## config.mk

```make
export PLATFORM = sky130hd
export DESIGN_NAME = ordered_id_table_compactor_flat
export DESIGN_NICKNAME = d
export VERILOG_FILES = /design/src/sv/oitc_pkg.sv /design/src/sv/oitc_if.sv /design/src/sv/oitc_cell.sv /design/src/sv/ordered_id_table_compactor.sv /design/src/flat_wrapper.sv
export SDC_FILE = /design/constraint.sdc
export NUM_CORES = 2
export LEC_CHECK = 0
export BUFFER_PORTS_ARGS = -buffer_cell sky130_fd_sc_hd__buf_2
export CORE_ASPECT_RATIO = 0.75
export CORE_MARGIN = 10
export CORE_UTILIZATION = 60
export DETAILED_ROUTE_END_ITERATION = 8
export PLACE_DENSITY = 0.84
export SLEW_MARGIN = 10
export SYNTH_ARGS = -nofsm -noshare
export SYNTH_HDL_FRONTEND = slang
export SYNTH_SLANG_ARGS = --single-unit
```

## constraint.sdc

```tcl
create_clock -name i_clk -period 9.95 [get_ports i_clk]
set_input_delay 1.4925 -clock i_clk [delete_from_list [all_inputs] [get_ports i_clk]]
set_output_delay 1.4925 -clock i_clk [all_outputs]
set_load 0.02 [all_outputs]
```

## src/sv/oitc_pkg.sv

```systemverilog
`timescale 1ns / 1ps
`default_nettype none
// ----------------------------------------------------------------------------
// Ordered ID table compactor package
// Shared constants, request and status codes, and the per-cell control type.
// ----------------------------------------------------------------------------
package oitc_pkg;

    // Default sizing of the table.
    localparam int DEF_CAPACITY = 64;
    localparam int DEF_ID_WIDTH = 16;

    // Compaction groups and their lanes.
    localparam int GROUP   = 8;
    localparam int LANE_W  = 8;
    localparam int LANE_IW = $clog2(GROUP);

    // Fixed result field widths.
    localparam int OP_W     = 2;
    localparam int STATUS_W = 3;
    localparam int BASE_W   = 6;
    localparam int SRC_W    = GROUP * LANE_W;
    localparam int LCNT_W   = 4;

    // Operation codes.
    localparam logic [OP_W-1:0] OP_ADD     = 2'd0;
    localparam logic [OP_W-1:0] OP_REMOVE  = 2'd1;
    localparam logic [OP_W-1:0] OP_COMPACT = 2'd2;

    // Status codes.
    localparam logic [STATUS_W-1:0] ST_OK        = 3'd0;
    localparam logic [STATUS_W-1:0] ST_FULL      = 3'd1;
    localparam logic [STATUS_W-1:0] ST_IGNORED   = 3'd2;
    localparam logic [STATUS_W-1:0] ST_NOT_FOUND = 3'd3;
    localparam logic [STATUS_W-1:0] ST_NOTHING   = 3'd4;
    localparam logic [STATUS_W-1:0] ST_EXHAUSTED = 3'd5;

    // Command broadcast to every cell of the row.
    typedef enum logic [2:0] {
        CELL_HOLD,
        CELL_APPEND,
        CELL_KILL,
        CELL_TAG,
        CELL_SQUEEZE,
        CELL_ROTATE
    } t_cell_cmd;

    typedef struct packed {
        t_cell_cmd cmd;
        logic      sel;
    } t_cell_ctrl;

endpackage
`default_nettype wire

```

## src/sv/oitc_if.sv

```systemverilog
`timescale 1ns / 1ps
`default_nettype none
// ----------------------------------------------------------------------------
// Ordered ID table compactor channels
// Valid/ready interfaces for the command and the response channel.
// ----------------------------------------------------------------------------
interface oitc_cmd_if #(
    parameter int ID_WIDTH = oitc_pkg::DEF_ID_WIDTH
) ();
    logic                       valid;
    logic                       ready;
    logic [oitc_pkg::OP_W-1:0]  operation;
    logic signed [ID_WIDTH:0]   remove_id;

    modport source (output valid, operation, remove_id, input ready);
    modport sink   (input valid, operation, remove_id, output ready);
endinterface

interface oitc_rsp_if #(
    parameter int ID_WIDTH = oitc_pkg::DEF_ID_WIDTH
) ();
    logic                           valid;
    logic                           ready;
    logic [oitc_pkg::STATUS_W-1:0]  status;
    logic [ID_WIDTH-1:0]            new_id;
    logic [oitc_pkg::BASE_W-1:0]    dest_base;
    logic [oitc_pkg::SRC_W-1:0]     source_indices;
    logic [oitc_pkg::LCNT_W-1:0]    lane_count;
    logic                           last;

    modport source (output valid, status, new_id, dest_base, source_indices,
                    lane_count, last, input ready);
    modport sink   (input valid, status, new_id, dest_base, source_indices,
                    lane_count, last, output ready);
endinterface
`default_nettype wire

```

## src/sv/oitc_cell.sv

```systemverilog
`timescale 1ns / 1ps
`default_nettype none
// ----------------------------------------------------------------------------
// Ordered ID table compactor cell
// One table slot: stored ID, live and valid flags, and the source index tag.
// ----------------------------------------------------------------------------
module oitc_cell #(
    parameter int ID_WIDTH = oitc_pkg::DEF_ID_WIDTH,
    parameter int IW       = 6
) (
    input  wire                     i_clk,
    input  wire                     i_rst_n,
    input  oitc_pkg::t_cell_ctrl    i_ctrl,
    input  wire [ID_WIDTH-1:0]      i_key,
    input  wire [IW-1:0]            i_tag,
    input  wire [ID_WIDTH-1:0]      i_up_id,
    input  wire                     i_up_live,
    input  wire                     i_up_vld,
    input  wire [IW-1:0]            i_up_src,
    input  wire                     i_hole_in,
    output logic [ID_WIDTH-1:0]     o_id,
    output logic                    o_live,
    output logic                    o_vld,
    output logic [IW-1:0]           o_src,
    output logic                    o_hole_out,
    output logic                    o_match
);
    import oitc_pkg::*;

    logic [ID_WIDTH-1:0] r_id;
    logic [IW-1:0]       r_src;
    logic                r_live;
    logic                r_vld;

    // A hole is a dead slot inside the used part of the table.
    assign o_hole_out = i_hole_in | (r_vld & ~r_live);
    assign o_match    = r_vld & r_live & (r_id == i_key);

    assign o_id   = r_id;
    assign o_live = r_live;
    assign o_vld  = r_vld;
    assign o_src  = r_src;

    // Flags are control state and are cleared on reset.
    always_ff @(posedge i_clk) begin
        if (!i_rst_n) begin
            r_live <= 1'b0;
            r_vld  <= 1'b0;
        end else begin
            unique case (i_ctrl.cmd)
                CELL_APPEND: begin
                    if (i_ctrl.sel) begin
                        r_live <= 1'b1;
                        r_vld  <= 1'b1;
                    end
                end
                CELL_KILL: begin
                    if (o_match) begin
                        r_live <= 1'b0;
                    end
                end
                CELL_SQUEEZE: begin
                    if (o_hole_out) begin
                        r_live <= i_up_live;
                        r_vld  <= i_up_vld;
                    end
                end
                CELL_ROTATE: begin
                    r_live <= i_up_live;
                    r_vld  <= i_up_vld;
                end
                default: begin
                end
            endcase
        end
    end

    // Payload moves with the flags.
    always_ff @(posedge i_clk) begin
        unique case (i_ctrl.cmd)
            CELL_APPEND: begin
                if (i_ctrl.sel) begin
                    r_id <= i_key;
                end
            end
            CELL_TAG: begin
                r_src <= i_tag;
            end
            CELL_SQUEEZE: begin
                if (o_hole_out) begin
                    r_id  <= i_up_id;
                    r_src <= i_up_src;
                end
            end
            CELL_ROTATE: begin
                r_id  <= i_up_id;
                r_src <= i_up_src;
            end
            default: begin
            end
        endcase
    end

endmodule
`default_nettype wire

```

## src/sv/ordered_id_table_compactor.sv

```systemverilog
`timescale 1ns / 1ps
`default_nettype none
// ----------------------------------------------------------------------------
// Ordered ID table compactor
// Table of rising entity IDs held in a row of cells, with add, remove and
// compaction into groups of eight source indices.
// ----------------------------------------------------------------------------
//  Channel   Direction  Payload
//  i_cmd     in         operation, remove_id
//  o_rsp     out        status, new_id, dest_base, source_indices,
//                       lane_count, last
//
//  An add passes through S_ADD and S_RESP, a remove through S_LOOKUP, S_KILL
//  and S_RESP, before the next request can be taken; the response register
//  loads as the block returns to S_IDLE. A request rejected at acceptance
//  goes straight to S_RESP. A compact passes through S_TAG, then one S_SQUEEZE
//  step per pending removal to squeeze a hole out of the row, then one full
//  rotation of the row in S_SCAN to read the source indices at cell 0.
//  Reset is synchronous and clears the counters and every cell flag.
//  A stalled response register holds the compaction rotation in place.
// ----------------------------------------------------------------------------
module ordered_id_table_compactor #(
    parameter int CAPACITY = oitc_pkg::DEF_CAPACITY,
    parameter int ID_WIDTH = oitc_pkg::DEF_ID_WIDTH
) (
    input  wire         i_clk,
    input  wire         i_rst_n,
    oitc_cmd_if.sink    i_cmd,
    oitc_rsp_if.source  o_rsp
);
    import oitc_pkg::*;

    localparam int IW = (CAPACITY > 1) ? $clog2(CAPACITY) : 1;
    localparam int CW = $clog2(CAPACITY + 1);

    typedef enum logic [2:0] {
        S_IDLE,
        S_ADD,
        S_LOOKUP,
        S_KILL,
        S_TAG,
        S_SQUEEZE,
        S_SCAN,
        S_RESP
    } t_state;

    t_state                 r_state;
    logic [CW-1:0]          r_count;
    logic [CW-1:0]          r_pending;
    logic [CW-1:0]          r_old;
    logic [CW-1:0]          r_nlive;
    logic [CW-1:0]          r_base;
    logic [ID_WIDTH:0]      r_next_id;
    logic [ID_WIDTH:0]      r_key;
    logic [IW-1:0]          r_step;
    logic [LANE_IW-1:0]     r_lane;
    logic [LANE_W-1:0]      r_lanes [GROUP];
    logic                   r_found;
    logic [STATUS_W-1:0]    r_status;
    logic [ID_WIDTH-1:0]    r_new_id;

    logic                   r_out_valid;
    logic [STATUS_W-1:0]    r_out_status;
    logic [ID_WIDTH-1:0]    r_out_new_id;
    logic [BASE_W-1:0]      r_out_base;
    logic [SRC_W-1:0]       r_out_src;
    logic [LCNT_W-1:0]      r_out_lanes;
    logic                   r_out_last;

    // Cell row wiring.
    t_cell_ctrl             cell_ctrl [CAPACITY];
    t_cell_cmd              cmd;
    logic [ID_WIDTH-1:0]    c_id   [CAPACITY];
    logic [IW-1:0]          c_src  [CAPACITY];
    logic [CAPACITY-1:0]    c_live;
    logic [CAPACITY-1:0]    c_vld;
    logic [CAPACITY-1:0]    hole;
    logic [CAPACITY-1:0]    match;
    logic                   hole_top;

    logic                   full;
    logic                   exhausted;
    logic                   out_free;
    logic                   out_load;
    logic                   gather;
    logic                   grp_done;
    logic                   emit_now;
    logic                   adv;
    logic [LANE_W-1:0]      cur_src;
    logic [SRC_W-1:0]       n_pack;
    logic [LCNT_W-1:0]      n_lcnt;
    logic                   n_last;
    logic [LANE_W-1:0]      old_lane;

    assign full      = (r_count == CW'(CAPACITY));
    assign exhausted = r_next_id[ID_WIDTH];
    assign out_free  = !r_out_valid || o_rsp.ready;
    assign hole_top  = hole[CAPACITY-1];
    assign cur_src   = LANE_W'(c_src[0]);
    assign old_lane  = LANE_W'(r_old);

    // Scan of the compacted row: cell 0 holds compacted slot r_step.
    assign gather   = (CW'(r_step) < r_nlive);
    assign grp_done = (r_lane == LANE_IW'(GROUP - 1)) ||
                      ((CW'(r_step) + CW'(1)) == r_nlive);
    assign emit_now = (r_state == S_SCAN) &&
                      ((gather && grp_done) || ((r_nlive == '0) && (r_step == '0)));
    assign adv      = !emit_now || out_free;
    assign n_lcnt   = gather ? (LCNT_W'(r_lane) + LCNT_W'(1)) : '0;
    assign n_last   = !gather || ((CW'(r_step) + CW'(1)) == r_nlive);

    // The response register takes a new response this cycle.
    assign out_load = out_free && ((r_state == S_RESP) || emit_now);

    // Group being emitted, with the current lane taken from cell 0.
    always_comb begin
        for (int l = 0; l < GROUP; l++) begin
            n_pack[l*LANE_W +: LANE_W] = (gather && (r_lane == LANE_IW'(l))) ?
                                         cur_src : r_lanes[l];
        end
    end

    // Command broadcast to the row.
    always_comb begin
        cmd = CELL_HOLD;
        unique case (r_state)
            S_ADD: begin
                if (!full && !exhausted) begin
                    cmd = CELL_APPEND;
                end
            end
            S_KILL: begin
                if (r_found) begin
                    cmd = CELL_KILL;
                end
            end
            S_TAG: begin
                cmd = CELL_TAG;
            end
            S_SQUEEZE: begin
                if (hole_top) begin
                    cmd = CELL_SQUEEZE;
                end
            end
            S_SCAN: begin
                if (adv) begin
                    cmd = CELL_ROTATE;
                end
            end
            default: begin
                cmd = CELL_HOLD;
            end
        endcase
    end

    // The row of cells; each takes its upper neighbor, the top one wraps.
    for (genvar k = 0; k < CAPACITY; k++) begin : g_cell
        logic [ID_WIDTH-1:0] up_id;
        logic [IW-1:0]       up_src;
        logic                up_live;
        logic                up_vld;
        logic                hole_in;

        if (k == CAPACITY - 1) begin : g_top
            assign up_id   = c_id[0];
            assign up_src  = c_src[0];
            assign up_live = (cmd == CELL_ROTATE) && c_live[0];
            assign up_vld  = (cmd == CELL_ROTATE) && c_vld[0];
        end else begin : g_mid
            assign up_id   = c_id[k+1];
            assign up_src  = c_src[k+1];
            assign up_live = c_live[k+1];
            assign up_vld  = c_vld[k+1];
        end

        if (k == 0) begin : g_first
            assign hole_in = 1'b0;
        end else begin : g_rest
            assign hole_in = hole[k-1];
        end

        assign cell_ctrl[k].cmd = cmd;
        assign cell_ctrl[k].sel = (r_count == CW'(k));

        oitc_cell #(
            .ID_WIDTH (ID_WIDTH),
            .IW       (IW)
        ) u_cell (
            .i_clk      (i_clk),
            .i_rst_n    (i_rst_n),
            .i_ctrl     (cell_ctrl[k]),
            .i_key      (r_key[ID_WIDTH-1:0]),
            .i_tag      (IW'(k)),
            .i_up_id    (up_id),
            .i_up_live  (up_live),
            .i_up_vld   (up_vld),
            .i_up_src   (up_src),
            .i_hole_in  (hole_in),
            .o_id       (c_id[k]),
            .o_live     (c_live[k]),
            .o_vld      (c_vld[k]),
            .o_src      (c_src[k]),
            .o_hole_out (hole[k]),
            .o_match    (match[k])
        );
    end

    assign i_cmd.ready = (r_state == S_IDLE);

    assign o_rsp.valid          = r_out_valid;
    assign o_rsp.status         = r_out_status;
    assign o_rsp.new_id         = r_out_new_id;
    assign o_rsp.dest_base      = r_out_base;
    assign o_rsp.source_indices = r_out_src;
    assign o_rsp.lane_count     = r_out_lanes;
    assign o_rsp.last           = r_out_last;

    // Sequencer, counters and response register.
    always_ff @(posedge i_clk) begin
        if (!i_rst_n) begin
            r_state     <= S_IDLE;
            r_count     <= '0;
            r_pending   <= '0;
            r_next_id   <= '0;
            r_out_valid <= 1'b0;
            r_step      <= '0;
            r_lane      <= '0;
            r_base      <= '0;
        end else begin
            if (out_load) begin
                r_out_valid <= 1'b1;
            end else if (o_rsp.ready) begin
                r_out_valid <= 1'b0;
            end
            unique case (r_state)
                S_IDLE: begin
                    if (i_cmd.valid) begin
                        // An add carries the next ID to the row on the key lines.
                        r_key    <= (i_cmd.operation == OP_ADD) ? r_next_id
                                                                : i_cmd.remove_id;
                        r_new_id <= '0;
                        unique case (i_cmd.operation)
                            OP_ADD: begin
                                r_state <= S_ADD;
                            end
                            OP_REMOVE: begin
                                if (&i_cmd.remove_id) begin
                                    r_status <= ST_IGNORED;
                                    r_state  <= S_RESP;
                                end else if (i_cmd.remove_id[ID_WIDTH]) begin
                                    r_status <= ST_NOT_FOUND;
                                    r_state  <= S_RESP;
                                end else begin
                                    r_state <= S_LOOKUP;
                                end
                            end
                            OP_COMPACT: begin
                                if (r_pending == '0) begin
                                    r_status <= ST_NOTHING;
                                    r_state  <= S_RESP;
                                end else begin
                                    r_state <= S_TAG;
                                end
                            end
                            default: begin
                                r_status <= ST_IGNORED;
                                r_state  <= S_RESP;
                            end
                        endcase
                    end
                end
                S_ADD: begin
                    if (full) begin
                        r_status <= ST_FULL;
                    end else if (exhausted) begin
                        r_status <= ST_EXHAUSTED;
                    end else begin
                        r_status  <= ST_OK;
                        r_new_id  <= r_next_id[ID_WIDTH-1:0];
                        r_count   <= r_count + CW'(1);
                        r_next_id <= r_next_id + (ID_WIDTH+1)'(1);
                    end
                    r_state <= S_RESP;
                end
                S_LOOKUP: begin
                    r_found <= |match;
                    r_state <= S_KILL;
                end
                S_KILL: begin
                    if (r_found) begin
                        r_status  <= ST_OK;
                        r_pending <= r_pending + CW'(1);
                    end else begin
                        r_status <= ST_NOT_FOUND;
                    end
                    r_state <= S_RESP;
                end
                S_TAG: begin
                    r_old   <= r_count;
                    r_nlive <= r_count - r_pending;
                    r_state <= S_SQUEEZE;
                end
                S_SQUEEZE: begin
                    if (!hole_top) begin
                        r_count   <= r_nlive;
                        r_pending <= '0;
                        r_step    <= '0;
                        r_lane    <= '0;
                        r_base    <= '0;
                        for (int l = 0; l < GROUP; l++) begin
                            r_lanes[l] <= old_lane;
                        end
                        r_state <= S_SCAN;
                    end
                end
                S_SCAN: begin
                    if (adv) begin
                        if (emit_now) begin
                            r_out_status <= ST_OK;
                            r_out_new_id <= '0;
                            r_out_base   <= BASE_W'(r_base);
                            r_out_src    <= n_pack;
                            r_out_lanes  <= n_lcnt;
                            r_out_last   <= n_last;
                        end
                        if (gather) begin
                            if (grp_done) begin
                                for (int l = 0; l < GROUP; l++) begin
                                    r_lanes[l] <= old_lane;
                                end
                                r_lane <= '0;
                                r_base <= r_base + CW'(GROUP);
                            end else begin
                                r_lanes[r_lane] <= cur_src;
                                r_lane          <= r_lane + LANE_IW'(1);
                            end
                        end
                        r_step <= r_step + IW'(1);
                        if (r_step == IW'(CAPACITY - 1)) begin
                            r_state <= S_IDLE;
                        end
                    end
                end
                S_RESP: begin
                    if (out_free) begin
                        r_out_status <= r_status;
                        r_out_new_id <= r_new_id;
                        r_out_base   <= '0;
                        r_out_src    <= '0;
                        r_out_lanes  <= '0;
                        r_out_last   <= 1'b1;
                        r_state      <= S_IDLE;
                    end
                end
                default: begin
                    r_state <= S_IDLE;
                end
            endcase
        end
    end

    // Pending removals never outnumber the used slots.
    a_pending_le_count: assert property (@(posedge i_clk) disable iff (!i_rst_n)
        r_pending <= r_count)
        else $error("pending removals exceed entry count");

    // The entry count never passes the table size.
    a_count_le_cap: assert property (@(posedge i_clk) disable iff (!i_rst_n)
        r_count <= CW'(CAPACITY))
        else $error("entry count exceeds capacity");

    // Stored IDs rise strictly, so a lookup hits at most one live slot.
    a_unique_match: assert property (@(posedge i_clk) disable iff (!i_rst_n)
        (r_state == S_LOOKUP) |-> $onehot0(match))
        else $error("lookup matched more than one slot");

    // The scan only starts once every hole has been squeezed out.
    a_no_hole_in_scan: assert property (@(posedge i_clk) disable iff (!i_rst_n)
        (r_state == S_SCAN) |-> !hole_top)
        else $error("hole left in the row during scan");

    // An emitted group always lands in the response register.
    a_emit_loads: assert property (@(posedge i_clk) disable iff (!i_rst_n)
        (emit_now && out_free) |=> r_out_valid)
        else $error("compaction group lost");

endmodule
`default_nettype wire

```

## src/flat_wrapper.sv

```systemverilog
// flat-port wrapper written by rule: the top's interface ports become plain ports
module ordered_id_table_compactor_flat import oitc_pkg::*;
#(
    parameter int CAPACITY = oitc_pkg::DEF_CAPACITY,
    parameter int ID_WIDTH = oitc_pkg::DEF_ID_WIDTH
)
  (i_clk, i_rst_n, i_cmd_valid, i_cmd_operation, i_cmd_remove_id, i_cmd_ready, o_rsp_valid, o_rsp_status, o_rsp_new_id, o_rsp_dest_base, o_rsp_source_indices, o_rsp_lane_count, o_rsp_last, o_rsp_ready);
  oitc_cmd_if #(.ID_WIDTH(ID_WIDTH)) i_cmd_i ();
  oitc_rsp_if #(.ID_WIDTH(ID_WIDTH)) o_rsp_i ();
  input  wire i_clk;
  input  wire i_rst_n;
  input wire logic [$bits(i_cmd_i.valid)-1:0] i_cmd_valid;
  input wire logic [$bits(i_cmd_i.operation)-1:0] i_cmd_operation;
  input wire logic [$bits(i_cmd_i.remove_id)-1:0] i_cmd_remove_id;
  output wire logic [$bits(i_cmd_i.ready)-1:0] i_cmd_ready;
  output wire logic [$bits(o_rsp_i.valid)-1:0] o_rsp_valid;
  output wire logic [$bits(o_rsp_i.status)-1:0] o_rsp_status;
  output wire logic [$bits(o_rsp_i.new_id)-1:0] o_rsp_new_id;
  output wire logic [$bits(o_rsp_i.dest_base)-1:0] o_rsp_dest_base;
  output wire logic [$bits(o_rsp_i.source_indices)-1:0] o_rsp_source_indices;
  output wire logic [$bits(o_rsp_i.lane_count)-1:0] o_rsp_lane_count;
  output wire logic [$bits(o_rsp_i.last)-1:0] o_rsp_last;
  input wire logic [$bits(o_rsp_i.ready)-1:0] o_rsp_ready;
  assign i_cmd_i.valid = i_cmd_valid;
  assign i_cmd_i.operation = i_cmd_operation;
  assign i_cmd_i.remove_id = i_cmd_remove_id;
  assign i_cmd_ready = i_cmd_i.ready;
  assign o_rsp_valid = o_rsp_i.valid;
  assign o_rsp_status = o_rsp_i.status;
  assign o_rsp_new_id = o_rsp_i.new_id;
  assign o_rsp_dest_base = o_rsp_i.dest_base;
  assign o_rsp_source_indices = o_rsp_i.source_indices;
  assign o_rsp_lane_count = o_rsp_i.lane_count;
  assign o_rsp_last = o_rsp_i.last;
  assign o_rsp_i.ready = o_rsp_ready;
  ordered_id_table_compactor #(.CAPACITY(CAPACITY), .ID_WIDTH(ID_WIDTH)) u_core (.i_clk(i_clk), .i_rst_n(i_rst_n), .i_cmd(i_cmd_i), .o_rsp(o_rsp_i));
endmodule
```

== Yosys cells after proc, flatten, opt, wreduce, memory -nomap -nowiden ==
Memories as Yosys holds them, arrays and structs flattened.
Cells that the tools add are included.
W data, S select, Z words.
Storage, ports and cells
  RAM bits: 56
  bits of input ports: 23
  logic and storage cells: 2042
  bits in registers: 1731
  memories kept: 1
  output and inout port bits: 96
Cells by class
  equality and inequality tests: 357
  add/subtract/negate cells: 9
  reductions and logical operators: 253
  $lt $le $gt $ge: 1
  multiplexer cells: 815
  bitwise logic cells: 329
Memories
  u_core.r_lanes: words 8, width 7, rd ports 8, clocked after Yosys merged registers in 0, wr ports 8, RTL line ordered_id_table_compactor.sv:57  | logic [LANE_W-1:0] r_lanes [GROUP];
Operators by type and width (number)
  $pmux W16 S3: 64
  $mux W16: 135
  $pmux W6 S3: 64
  $eq A16 B16 Y1: 64
  $mux W6: 69
  $mux W1: 279
  $ne A2 B2 Y1 const B: 134
  $reduce_and A4 Y1: 66
  $pmux W1 S4: 64
  $eq A7 B6 Y1 const B: 32
  $reduce_and A3 Y1: 68
  $and A1 B1 Y1: 192
  $mux W64: 3
  $pmux W1 S3: 64
  $ne A2 B1 Y1 const B: 70
  $reduce_and A2 Y1: 67
  $pmux W64 S2: 1
  $mux W7: 17
  $eq A7 B5 Y1 const B: 16
  $or A1 B1 Y1: 71
  $mux W3: 23
  $not A1 Y1: 66
  $mux W8: 8
  $pmux W16 S2: 2
  other kinds (50): 125

== Depth between registers and ports, before layout ==
  depth in word-level cells: 71
  depth in mapped cells: 12
  gate-level depth less buffers: 11

== By module ==
From an unflattened synthesis, not the netlist that was laid out.
Second synthesis, totals
  cell total of the unflattened synthesis: 6993
  area total of the unflattened synthesis: 92236.0 µm²
Modules (own cells, without submodules)
  oitc_cell: times used 64, cells each 92, area an instance 1256.2 µm², sequential area each 700.7 µm²
  ordered_id_table_compactor: times used 1, cells each 1105, area an instance 11838.9 µm², sequential area each 6536.3 µm²

== Worst setup path after synthesis ==
No wires, ideal clock.
  path type: input to register
  start: in i_rst_n
  end: reg u_core.r_out_base[3], in the netlist u_core.o_rsp.dest_base[3], enable pin
  setup time: 0.451 ns
  stages: 4
  data required time: 9.499 ns
  slack: 5.275 ns
  arrival: 4.224 ns
  buffers on the path: 3
  cells stage by stage: clkbuf_1 > clkbuf_1 > clkbuf_1 > and3_1
Between the ends
  cells in the longest elaborated chain, start to end: 1
RTL lines
  start: declaration: RTL line flat_wrapper.sv:11  | input wire i_rst_n;
  $reduce_and A5 Y1 (no line)
  end signal: assignment: RTL line ordered_id_table_compactor.sv:321  | r_out_base <= BASE_W'(r_base);
  end: declaration: RTL line ordered_id_table_compactor.sv:65  | logic [BASE_W-1:0] r_out_base;
No other way between the ends.
A chain may end at the register's enable or synchronous reset.

== Worst setup path after layout ==
  start: reg u_core.r_step[4]
  end: reg u_core.g_cell[11].u_cell.r_id[5] (data pin)
Between the ends
  cells in the longest elaborated chain, start to end: 12
  elaborated cells on any way between the ends: 17
  classes of those cells: 1 x add/sub; 1 x order compare; 4 x eq/ne; 3 x mux; 8 x reduce/logical
RTL lines
  start: declaration: RTL line ordered_id_table_compactor.sv:55  | logic [IW-1:0] r_step;
  start signal: assignment: RTL line ordered_id_table_compactor.sv:338  | r_step <= r_step + IW'(1);
  $add A6 B1 Y7: RTL line ordered_id_table_compactor.sv:105  | ((CW'(r_step) + CW'(1)) == r_nlive);
  $eq A7 B7 Y1: RTL line ordered_id_table_compactor.sv:105
  $logic_or A1 B1 Y1: RTL line ordered_id_table_compactor.sv:104  | assign grp_done = (r_lane == LANE_IW'(GROUP - 1)) ||
  $logic_and A1 B1 Y1: RTL line ordered_id_table_compactor.sv:107  | ((gather && grp_done) || ((r_nlive == '0) && (r_step == '0)));
  $logic_or A1 B1 Y1 *: RTL line ordered_id_table_compactor.sv:107
  $logic_and A1 B1 Y1 *: RTL line ordered_id_table_compactor.sv:106  | assign emit_now = (r_state == S_SCAN) &&
  $logic_not A1 Y1 *: RTL line ordered_id_table_compactor.sv:108  | assign adv = !emit_now || out_free;
  $logic_or A1 B1 Y1 *: RTL line ordered_id_table_compactor.sv:108
  $mux W3 *: RTL line ordered_id_table_compactor.sv:146  | if (adv) begin
  $pmux W3 S5 *: RTL line ordered_id_table_compactor.sv:126  | unique case (r_state)
  $eq A3 B3 Y1 / $eq A3 B1 Y1 (equally long branches): RTL line oitc_cell.sv:80  | unique case (i_ctrl.cmd)
  $pmux W16 S3 *: RTL line oitc_cell.sv:80
  end signal: assignment: RTL line oitc_cell.sv:83  | r_id <= i_key;
  end signal: assignment: RTL line oitc_cell.sv:91  | r_id <= i_up_id;
  end signal: assignment: RTL line oitc_cell.sv:96  | r_id <= i_up_id;
  end: declaration: RTL line oitc_cell.sv:30  | logic [ID_WIDTH-1:0] r_id;
Every way passes the cells marked *; elsewhere a longest branch is shown, timed or not.

==> results.cfg <==
[logic_synthesis]
synth-seq-cells = 1772
synth.avg_cell_area_um2 = 12.52
yosysMostFrequentCell = edfxtp_1
synth_warnings = 0
synthesis.area_um2 = 85010
synth_edf_count = 1589
synth.distinct_cells = 80
synth_top_area_frac = 0.5613
synth_top_cells_by_area = edfxtp_1, a21o_1, xnor2_1, dfxtp_1, xor2_1
netlist_instances = 6792
synth_area_leader_cell = edfxtp_1
synth_flop_cell = edfxtp_1
synth_common_cells = edfxtp_1, a21o_1, xnor2_1
async_flop_share = 0
synth.yosys.seq_area_share = 0.6044

[die]
rows = 119
start_util = 0.6048
chipWidth_um = 454.7
pin_count = 119
die-area_um2 = 157300
core_um2 = 140600
fp.dieH_um = 346.0

[detailed_routing]
drtAntennaViolNets = 0
drt-total-wl_mm = 259.8
drc_errors = 0
vias_per_cell = 6.916
wl_per_cell_um = 29.86
drt_iter0_drc = 10940
firstDrtPassIters = 9
vias = 60180

[final_layout]
final_util = 0.6582
nFillCells = 9602
layoutNonFillerInstCount = 8702
fin_nets = 6740
syn2layout_area_growth_pct = 8.822
final_area_um2 = 92510
drive_gt1_frac = 0.09256

[placed_design]
gp_congestion = 0.9868
dp.cells = 8394
placed_cell_area_um2 = 87140
dp_worst_setup_slack_ns = 3.907
numPortBuffers = 107
hpwl_mm = 161.2

[critical_path]
crit_path_end = u_core.g_cell[11].u_cell.o_id[5]$_DFFE_PP_
r2r_end = u_core.g_cell[11].u_cell.o_id[5]$_DFFE_PP_
worstPathRequired_ns = 10.65
cp.arrival_ns = 6.61
timing.rr.start = u_core.r_step[4]$_SDFFE_PN0P_
crit_fanout = 228
end_kind = flop
critical_path.startpoint = u_core.r_step[4]$_SDFFE_PN0P_
startpoint_type = flop
crit_type = flop to flop
r2r_cells = 13
reg2reg_setup_slack_ns = 4.04

[timing]
clock.fmax_mhz = 169.1
slew_headroom = -0.03412
fin_ws_ns = 4.035
period_share = 0.5945
finalMaxSlewViolations = 5
finalHoldViolations = 0
setup_tns_ns = 0
period_needed_ns = 5.915
worst_pin_slew_ns = 1.537
whs_ns = 0.4857
skew_ns = 0.05893
rsz0062_at_grt = no
setup_violations = 0

[grt]
grtUsageMet1 = 0.4367
grt_pass1_wl_mm = 377.5
overflow = 0
grt_max_degree = 285
grt.busiest_layer = met2
grt_use_met3 = 0.1364
grt_usage = 0.3185
grt_antenna_before_repair = 18
grt_pass1_vias = 57630
met2_usage = 0.4425

[clock_tree]
cts_inserted_buffers = 162
ctsResizeCount = 0
cts.path.max_buffers = 3
cts_max_level = 4
postCtsSetupBuffers = 0
cts_hold_buf = 0
clk-insertion-delay-late_ns = 0.86
cts.sinks = 1772
clkSlewWorstSetupHoldPaths_ns = 0.06
cts_tree = yes
cts_root_buf = clkbuf_16

[pwr]
switching_share = 0.3860
ir_drop_uv = 316.3
power.density_nw_per_um2 = 358.7
leakage_nw = 34.78
intPower_mw = 20.38
fin_total_pwr_mw = 33.19
sequentialPowerShare = 0.465
combPwrFrac = 0.342
switchingPower_mw = 12.81
pwr-share-clk = 0.193

[flow_run]
cap_violations = 2

[outcome]
violations = max-capacitance violations, max-slew violations
status = finished with violations

[min_path]
hold_path_class = flop to flop
state kept, by name, summed over array words and instances (netlist names), 17 cells and up:
signal,count
u_core.r_next_id,17
u_core.g_cell.u_cell.o_live,64
u_core.r_lanes,56
u_core.g_cell.u_cell.o_src,384
u_core.o_rsp.source_indices,56
u_core.g_cell.u_cell.o_vld,64
u_core.g_cell.u_cell.o_id,1024
logic make-up (layout without fill, tap and decap cells):
kind of cell	count (synthesis)	count (layout)	share of synthesized area
buf+inv	606	621	0.03064
other cells	1	21	0.00004411
compound gates	1647	1647	0.1398
flops	1772	1772	0.6044
xor+xnor	1054	1054	0.1086
mux	59	59	0.007639
simple gates	1619	1619	0.1039
fa+ha+maj	34	34	0.005092
critical path: stages, from the launching register on:
cell,delay [ns]
dfxtp_1,0.53
ha_1,0.28
o21ai_0,0.12
a21oi_1,0.23
o41ai_2,0.10
buf_4,0.23
a31oi_1,0.28
nand2_2,0.09
buf_4,0.34
nand2_4,0.53
buf_4,0.84
buf_12,0.73
buf_4,0.85
a21o_1,0.23
worst min-delay path by stage:
stage,start,endpoint,slack (ns),cells past startpoint
after floorplan,u_core.r_count[6]$_SDFFE_PN0P_,u_core.r_old[6]$_DFFE_PP_,0.41,0
after global placement,u_core.r_lanes[7][6]$_SDFFE_PP0P_,u_core.r_lanes[7][6]$_SDFFE_PP0P_,0.45,2
after detailed placement,u_core.r_lanes[5][6]$_SDFFE_PP0P_,u_core.r_lanes[5][6]$_SDFFE_PP0P_,0.45,2
after CTS,u_core.r_lanes[6][6]$_SDFFE_PP0P_,u_core.r_lanes[6][6]$_SDFFE_PP0P_,0.48,2
after global routing,u_core.r_lanes[6][6]$_SDFFE_PP0P_,u_core.r_lanes[6][6]$_SDFFE_PP0P_,0.50,2
final,u_core.g_cell[19].u_cell.o_src[1]$_SDFFCE_PN1P_,u_core.g_cell[18].u_cell.o_src[1]$_SDFFCE_PN1P_,0.49,1
area by class of cell:
class                   count  area [µm²]  share of cell area
flip-flops and latches   1772       51380              0.5554
multi-input cells        4424       31340              0.3388
clock buffers             205        4305             0.04654
well taps                1875        2346             0.02536
repair buffers            254        1842             0.01991
clock inverters            93        1017             0.01100
inverters                  69       259.0            0.002800
diodes                     10       25.02           0.0002705
metal layers:
| metal | vias up | wire length, µm |
|---|---|---|
| met3 | 975 | 45300 |
| met2 | 5313 | 106700 |
| met4 | 18 | 12900 |
| met1 | 29340 | 94650 |
| met5 | - | 216 |
| li1 | 24530 | - |
placed cells by master (no fill, tap or decap), drive strengths merged, types with 11 or more instances in the layout:
master,netlist,routed
or3,16,16
ha,33,33
o31ai,15,15
conb,1,11
nor3,49,49
mux2i,12,12
o311a,12,12
o21ai,150,150
and3,40,40
nand3,144,144
dfxtp,183,183
nor2,247,247
and2,243,243
nand2,216,216
nand2b,228,228
a21oi,175,175
xor2,294,294
clkbuf,256,205
nor4,136,136
a211oi,13,13
a22o,20,20
o31a,37,37
o32ai,18,18
or4,32,32
inv,69,78
xnor2,760,760
mux2,47,47
a31oi,17,17
or2,11,11
o211ai,16,16
o21a,45,45
bufinv,0,15
nor2b,31,31
a21o,1028,1028
clkinv,0,61
edfxtp,1589,1589
o221a,23,23
nand4,209,209
buf,281,254
power by group through the flow:
stage | logic, mW | registers [mW] | clock network (mW)
after floorplan | 7.79 | 14.3 | 0
after global placement | 10.5 | 15.2 | 0
after detailed placement | 10.9 | 15.3 | 0
after CTS | 11.0 | 15.2 | 6.39
after global routing | 12.0 | 15.6 | 6.68
final | 11.3 | 15.4 | 6.41
Note: power is estimated with default switching activity, not from simulation.
